$ cat src/rtl/flat_json_pair_tokenizer_defines.svh
// Assertion macros for the flat JSON pair tokenizer.
`ifndef FLAT_JSON_PAIR_TOKENIZER_DEFINES_SVH
`define FLAT_JSON_PAIR_TOKENIZER_DEFINES_SVH

`ifndef SYNTHESIS
// Same-cycle implication, checked outside reset.
`define FJPT_ASSERT_IMP(lbl, ante, cons) \
  lbl: assert property (@(posedge clk) disable iff (rst) (ante) |-> (cons)) \
    else $error("flat_json_pair_tokenizer: check failed");
// Next-cycle implication, checked outside reset.
`define FJPT_ASSERT_NEXT(lbl, ante, cons) \
  lbl: assert property (@(posedge clk) disable iff (rst) (ante) |=> (cons)) \
    else $error("flat_json_pair_tokenizer: check failed");
`else
`define FJPT_ASSERT_IMP(lbl, ante, cons)
`define FJPT_ASSERT_NEXT(lbl, ante, cons)
`endif

`endif

$ cat src/rtl/fjpt_pkg.sv
// Types, byte codes and helpers shared by the tokenizer modules.
package fjpt_pkg;

  // Scan phases
  typedef enum logic [2:0] {
    PH_SEEK_KEY   = 3'd0,
    PH_KEY        = 3'd1,
    PH_SEEK_VALUE = 3'd2,
    PH_NUMBER     = 3'd3,
    PH_STRING     = 3'd4,
    PH_BRACKET    = 3'd5
  } phase_t;

  // Byte roles
  typedef enum logic [1:0] {
    ROLE_SKIP  = 2'd0,
    ROLE_KEY   = 2'd1,
    ROLE_VALUE = 2'd2
  } role_t;

  // Per-byte result flags
  typedef struct packed {
    role_t role;
    logic  key_begins;
    logic  pair_complete;
    logic  nesting_overflow;
  } flags_t;

  localparam logic [7:0] CH_QUOTE     = 8'h22;
  localparam logic [7:0] CH_PLUS      = 8'h2B;
  localparam logic [7:0] CH_MINUS     = 8'h2D;
  localparam logic [7:0] CH_DOT       = 8'h2E;
  localparam logic [7:0] CH_ZERO      = 8'h30;
  localparam logic [7:0] CH_NINE      = 8'h39;
  localparam logic [7:0] CH_LBRACK    = 8'h5B;
  localparam logic [7:0] CH_BACKSLASH = 8'h5C;
  localparam logic [7:0] CH_RBRACK    = 8'h5D;
  localparam logic [7:0] CH_LBRACE    = 8'h7B;
  localparam logic [7:0] CH_RBRACE    = 8'h7D;

  // Digit or one of the signs + - .
  function automatic logic is_number_char(input logic [7:0] b);
    return ((b >= CH_ZERO) && (b <= CH_NINE)) || (b == CH_MINUS) ||
           (b == CH_PLUS) || (b == CH_DOT);
  endfunction

endpackage

$ cat src/rtl/fjpt_scan.sv
// Scan state registers and the per-byte phase update.
module fjpt_scan
  import fjpt_pkg::*;
#(
  parameter int MAX_NESTING = 255,
  localparam int DepthW = $clog2(MAX_NESTING + 1)
) (
  input  logic              clk,
  input  logic              rst,
  input  logic              advance,
  input  logic [7:0]        text_byte,
  input  logic              end_of_text,
  output flags_t            flags,
  output phase_t            phase,
  output logic [DepthW-1:0] depth
);

  localparam logic [DepthW-1:0] DepthMax = DepthW'(MAX_NESTING);
  localparam logic [DepthW-1:0] DepthOne = DepthW'(1);

  logic              brace;
  logic              prior_bs;
  phase_t            phase_next;
  logic              brace_next;
  logic [DepthW-1:0] depth_next;
  logic              prior_bs_next;

  // Hold state; advance it when an item passes to the result register
  always_ff @(posedge clk) begin
    if (rst) begin
      phase    <= PH_SEEK_KEY;
      brace    <= 1'b0;
      depth    <= '0;
      prior_bs <= 1'b0;
    end else if (advance) begin
      phase    <= phase_next;
      brace    <= brace_next;
      depth    <= depth_next;
      prior_bs <= prior_bs_next;
    end
  end

  // Classify the byte and compute the next state
  always_comb begin
    phase_t            ph_eff;
    logic [7:0]        open_ch;
    logic [7:0]        close_ch;
    logic [DepthW-1:0] dec;
    flags           = '{role: ROLE_SKIP, key_begins: 1'b0, pair_complete: 1'b0,
                        nesting_overflow: 1'b0};
    phase_next      = phase;
    brace_next      = brace;
    depth_next      = depth;
    prior_bs_next   = prior_bs;
    ph_eff          = phase;
    open_ch         = brace ? CH_LBRACE : CH_LBRACK;
    close_ch        = brace ? CH_RBRACE : CH_RBRACK;
    dec             = (depth != '0) ? depth - DepthOne : depth;

    // A number ends before a byte that is not part of it
    if (phase == PH_NUMBER) begin
      if (is_number_char(text_byte)) begin
        flags.role = ROLE_VALUE;
      end else begin
        flags.pair_complete = 1'b1;
        ph_eff              = PH_SEEK_KEY;
      end
    end

    unique case (ph_eff)
      PH_NUMBER: begin
      end
      PH_KEY: begin
        if (text_byte == CH_QUOTE) begin
          phase_next = PH_SEEK_VALUE;
        end else begin
          flags.role = ROLE_KEY;
        end
      end
      PH_SEEK_VALUE: begin
        if ((text_byte == CH_LBRACE) || (text_byte == CH_LBRACK)) begin
          flags.role = ROLE_VALUE;
          brace_next = (text_byte == CH_LBRACE);
          depth_next = DepthOne;
          phase_next = PH_BRACKET;
        end else if (is_number_char(text_byte)) begin
          flags.role = ROLE_VALUE;
          phase_next = PH_NUMBER;
        end else if (text_byte == CH_QUOTE) begin
          flags.role    = ROLE_VALUE;
          prior_bs_next = 1'b0;
          phase_next    = PH_STRING;
        end
      end
      PH_STRING: begin
        flags.role = ROLE_VALUE;
        if ((text_byte == CH_QUOTE) && !prior_bs) begin
          flags.pair_complete = 1'b1;
          phase_next          = PH_SEEK_KEY;
        end
        prior_bs_next = (text_byte == CH_BACKSLASH);
      end
      PH_BRACKET: begin
        flags.role = ROLE_VALUE;
        if (text_byte == open_ch) begin
          if (depth == DepthMax) begin
            flags.nesting_overflow = 1'b1;
          end else begin
            depth_next = depth + DepthOne;
          end
        end else if (text_byte == close_ch) begin
          depth_next = dec;
          if (dec == '0) begin
            flags.pair_complete = 1'b1;
            phase_next          = PH_SEEK_KEY;
          end
        end
      end
      default: begin
        // Seeking a key, also right after a number ended
        phase_next = PH_SEEK_KEY;
        if (text_byte == CH_QUOTE) begin
          flags.key_begins = 1'b1;
          phase_next       = PH_KEY;
        end
      end
    endcase

    // Close any open pair on the last byte and return to reset state
    if (end_of_text) begin
      if (phase_next != PH_SEEK_KEY) begin
        flags.pair_complete = 1'b1;
      end
      phase_next    = PH_SEEK_KEY;
      brace_next    = 1'b0;
      depth_next    = '0;
      prior_bs_next = 1'b0;
    end
  end

endmodule

$ cat src/rtl/flat_json_pair_tokenizer.sv
// From input accept to result valid, each byte passes the input register, then the result register.
// Throughput: one byte per cycle; the scan phase update fits between the two registers.
// Back-pressure on the result side stalls both stages; no bubbles otherwise.
// Reset (rst, synchronous): both stages empty, scan state back to seeking a key.
// Tagging of each byte depends only on the scan state left by the byte before.
`include "flat_json_pair_tokenizer_defines.svh"
// Top level: input register, scan stage and result register of the tokenizer.
module flat_json_pair_tokenizer
  import fjpt_pkg::*;
#(
  parameter int MAX_NESTING = 255
) (
  input  logic       clk,
  input  logic       rst,
  input  logic       in_valid,
  output logic       in_ready,
  input  logic [7:0] text_byte,
  input  logic       end_of_text,
  output logic       out_valid,
  input  logic       out_ready,
  output logic [7:0] out_byte,
  output logic [1:0] byte_role,
  output logic       key_begins,
  output logic       pair_complete,
  output logic       nesting_overflow,
  output logic       final_byte
);

  localparam int DepthW = $clog2(MAX_NESTING + 1);

  logic              s1_valid;
  logic [7:0]        s1_byte;
  logic              s1_last;
  logic              out_free;
  logic              s1_adv;
  flags_t            flags;
  phase_t            phase;
  logic [DepthW-1:0] depth;

  assign out_free = !out_valid || out_ready;
  assign s1_adv   = s1_valid && out_free;
  assign in_ready = !s1_valid || s1_adv;

  // Input register
  always_ff @(posedge clk) begin
    if (rst) begin
      s1_valid <= 1'b0;
    end else if (in_ready) begin
      s1_valid <= in_valid;
    end
  end

  always_ff @(posedge clk) begin
    if (in_ready && in_valid) begin
      s1_byte <= text_byte;
      s1_last <= end_of_text;
    end
  end

  fjpt_scan #(
    .MAX_NESTING(MAX_NESTING)
  ) u_scan (
    .clk        (clk),
    .rst        (rst),
    .advance    (s1_adv),
    .text_byte  (s1_byte),
    .end_of_text(s1_last),
    .flags      (flags),
    .phase      (phase),
    .depth      (depth)
  );

  // Result register
  always_ff @(posedge clk) begin
    if (rst) begin
      out_valid <= 1'b0;
    end else if (out_free) begin
      out_valid <= s1_valid;
    end
  end

  always_ff @(posedge clk) begin
    if (s1_adv) begin
      out_byte         <= s1_byte;
      byte_role        <= flags.role;
      key_begins       <= flags.key_begins;
      pair_complete    <= flags.pair_complete;
      nesting_overflow <= flags.nesting_overflow;
      final_byte       <= s1_last;
    end
  end

  // Checks
  `FJPT_ASSERT_NEXT(a_last_resets_state, s1_adv && s1_last, (phase == PH_SEEK_KEY) && (depth == '0))
  `FJPT_ASSERT_IMP(a_depth_bounded, 1'b1, depth <= DepthW'(MAX_NESTING))
  `FJPT_ASSERT_IMP(a_ovf_is_value, out_valid && nesting_overflow, byte_role == ROLE_VALUE)
  `FJPT_ASSERT_IMP(a_key_quote, out_valid && key_begins, (out_byte == CH_QUOTE) && (byte_role == ROLE_SKIP))

endmodule

$ cat config.mk
export PLATFORM = sky130hd
export DESIGN_NAME = flat_json_pair_tokenizer
export DESIGN_NICKNAME = d
export VERILOG_FILES = /design/src/rtl/fjpt_pkg.sv /design/src/rtl/fjpt_scan.sv /design/src/rtl/flat_json_pair_tokenizer.sv
export VERILOG_INCLUDE_DIRS = /design/src /design/src/rtl
export SDC_FILE = /design/constraint.sdc
export NUM_CORES = 1
export LEC_CHECK = 0
export ABC_AREA = 1
export ABC_CLOCK_PERIOD_IN_PS = 2900
export BUFFER_PORTS_ARGS = -buffer_cell sky130_fd_sc_hd__buf_2
export CAP_MARGIN = 20
export CORE_UTILIZATION = 29
export DETAILED_ROUTE_END_ITERATION = 8
export PLACE_DENSITY_LB_ADDON = 0.12
export SLEW_MARGIN = 10
export SYNTH_ARGS = -nofsm -noshare
export SYNTH_HDL_FRONTEND = slang
export SYNTH_SLANG_ARGS = --single-unit
$ cat constraint.sdc
create_clock -name clk -period 2.9 [get_ports clk]
set_clock_uncertainty 0.2 [all_clocks]
set_input_delay 0.29 -clock clk [delete_from_list [all_inputs] [get_ports clk]]
set_output_delay 0.29 -clock clk [all_outputs]
set_load 0.03 [all_outputs]
==> flow_metrics.tcl <==
set metrics [dict create \
    grt_max_degree 16 \
    critical_path_arrival_ns 2.14 \
    async_flop_share_pct 0 \
    timing.hold.ws_ns 0.0765 \
    cp-endpoint "pair_complete" \
    crit_start "u_scan.depth[0]" \
    grt_setup_unrepaired "false" \
    drv_cap 0 \
    clock_latency_ns 0.30 \
    cts_tree "done" \
    p_leak_uw 0.00118 \
    cpPeakStageDelay_ns 0.41 \
    drt-initial-drc-count 96 \
    wl_per_cell_um 12.7 \
    preCtsSetupSlack_ns 0.624 \
    htreeDepth 2 \
    synth_top_area_share_pct 30.0 \
    setup_viol 0 \
    max-clock-path-buffers 2 \
    start_kind "flop" \
    fp-row-count 32 \
    finalMaxSlewViolations 0 \
    synth_most_common_cell "nand2_1" \
    power_density_nw_per_um2 444 \
    antenna_cells 0 \
    ant_nets 0 \
    crit_top_cell "nand2_1" \
    drive_gt1_share_pct 18.6 \
    cp_cell_sequence "inv_1 -> ha_1 -> inv_1 -> nor2_1 -> o21ai_2 -> nand3_1 -> nor2_1 -> nand2_1 -> nand2_2 -> nand3_1 -> inv_1 -> nand2_1 -> nand2_1 -> nand2_1" \
    netlist_instances 297 \
    synth-seq-cells 38 \
    grt_pass1_wl_um 9140 \
    finish.utilization_pct 35.2 \
    synth-warning-count 0 \
    start_util_pct 29.9 \
    root_buffer "clkbuf_8" \
    die_area_sq_um 8290 \
    crit_required_ns 2.76 \
    vias 2032 \
    cts_made_buffers 5 \
    yosys.cell_types.count 39 \
    worst_slack_ns 0.622 \
    post-cts-setup-buffers 0 \
    wl_um 5610 \
    nFillCells 869 \
    cp_max_fo 8 \
    rrSetupSlack_ns 0.62 \
    drt_first_pass_iters 4 \
    synth-edff-count 23 \
    max_slew_margin_pct 74.1 \
    hold_violations 0 \
    drcViolationCount 0 \
    io_pins 29 \
    final_nets 353 \
    setup_tns_ns 0 \
    cp-end-kind "flop" \
    period_needed_ns 2.28 \
    ys_top_cells_by_count "70 x nand2_1, 39 x inv_1, 29 x nor2_1" \
    ys_top_cells_by_area "edfxtp_1 30%, dfxtp_1 13%, nand2_1 11%" \
    tightest_slew_ns 0.388 \
    seq_area_frac_synth_pct 43.1 \
    synthToLayoutAreaGrowth_pct 17.7 \
    max_freq_mhz 439 \
    dp_cells 423 \
    crit_slowest_cell "dfxtp_1" \
    antenna_found_initial 0 \
    die_h_um 91.1 \
    reg2reg_to "pair_complete" \
    instances_no_fill 440 \
    run_status "finished, final reports clean" \
    io_buffers 28 \
    crit_type "reg2reg" \
    clock_sinks 38 \
    r2r-start "u_scan.depth[0]" \
    ys.flop_type "edfxtp_1" \
    viasPerCell 4.62 \
    hold_path_class "in2reg" \
    grt-ovfl-total 0 \
    path_clk_slew_ns 0.08 \
    syn_avg_cell_area_sq_um 7.75 \
    grt_pass1_vias 1865 \
    ff2ff_path_depth 14 \
    track_usage_pct 14.0 \
    dieWidth_um 91.1 \
    hpwl_um 4150 \
    synth_area_leader_cell "edfxtp_1" \
    synthesis.nets 313 \
    core-area_sq_um 7690 \
    peakVddDrop_v 0.000176 \
    synthesis.area_sq_um 2300 \
    place_congestion 0.922 \
    min_period_over_period_pct 78.5 \
]
==> state kept, by name, summed over array words and instances, names as in the netlist, 2 cells and up <==
| signal | cells |
|---|---|
| out_byte | 8 |
| s1_byte | 8 |
| u_scan.phase | 3 |
| byte_role | 2 |
| u_scan.depth | 8 |
==> kinds of logic (layout without fill, tap and decap cells) <==
kind of cell             count (synthesis)  count (layout)  synth area share, %
buffers and inverters                   49              90                 9.19
AND/OR/NAND/NOR                        158             158                 32.8
AO/OA/AOI/OAI                           45              45                 11.7
adder cells (fa/ha/maj)                  3               3                 1.63
XOR/XNOR                                 4               4                 1.52
flip-flops                              38              38                 43.1
==> how the worst min path moves through the flow <==
stage | startpoint | endpoint | slack (ns) | cells past startpoint
after floorplan | text_byte[0] | s1_byte[0] | 0.19 | 0
after global placement | text_byte[6] | s1_byte[6] | 0.27 | 1
after detailed placement | text_byte[1] | s1_byte[1] | 0.27 | 1
after CTS | out_ready | out_valid | 0.08 | 4
after global routing | out_ready | out_valid | 0.10 | 4
final | out_ready | out_valid | 0.08 | 4
==> cell type report <==
| class | count | area (sq um) | area share (%) |
|---|---|---|---|
| Clock inverter | 1 | 7.51 | 0.277 |
| Inverter | 44 | 169 | 6.24 |
| Tap cell | 102 | 128 | 4.71 |
| Clock buffer | 7 | 76.3 | 2.82 |
| Multi-Input combinational cell | 210 | 1100 | 40.6 |
| Sequential cell | 38 | 991 | 36.6 |
| Timing Repair Buffer | 38 | 238 | 8.78 |
==> what timing repair did <==
| action | in CTS | in global routing |
|---|---|---|
| resized for setup | 0 | 0 |
| endpoints found under the hold margin | 9 | 0 |
| setup endpoints to repair | 0 | 0 |
| hold buffers | 9 | 0 |
==> cells in the final DEF, fill, tap and decap left out, types with 3 or more instances in the layout <==
master,Yosys,final
a211oi_1,3,3
a21oi_1,18,18
buf_2,1,28
clkbuf_8,0,5
dfxtp_1,15,15
dlygate4sd3_1,0,9
edfxtp_1,23,23
ha_1,3,3
inv_1,39,39
nand2_1,70,70
nand2_2,4,4
nand3_1,25,25
nand4_1,4,4
nor2_1,29,29
nor2_2,8,8
nor3_1,5,5
o211ai_1,3,3
o21ai_0,10,10
o21ai_1,4,4
xor2_1,4,4
==> worst max-delay path, delay by kind of cell (launching register included) <==
| family | cells | cell delay [ns] |
|---|---|---|
| AND/OR/NAND/NOR | 9 | 0.61 |
| buffers and inverters | 3 | 0.30 |
| flip-flops | 1 | 0.41 |
| adder cells (fa/ha/maj) | 1 | 0.31 |
| AO/OA/AOI/OAI | 1 | 0.21 |
==> power breakdown <==
group	total (uW)	internal, uW	switching (uW)
Sequential	622	599	23.5
Combinational	211	71.6	139
Clock	370	170	199
==> per-layer routing <==
layer / global-route usage, % / vias up / share of wire [%]
li1: - / 1063 / -
met1: 17.7 / 917 / 46
met2: 23.7 / 42 / 49
met3: 2.76 / 10 / 3.9
met4: 4.63 / 0 / 1.6
met5: 0 / - / 0
==> per-stage QoR <==
step / area, sq um / total power (uW)
floorplan: 2300 / 783
global placement: 2530 / 839
detailed placement: 2530 / 837
CTS: 2710 / 1220
global route: 2710 / 1260
finish: 2710 / 1200
Power figures use the tool's default switching activity.
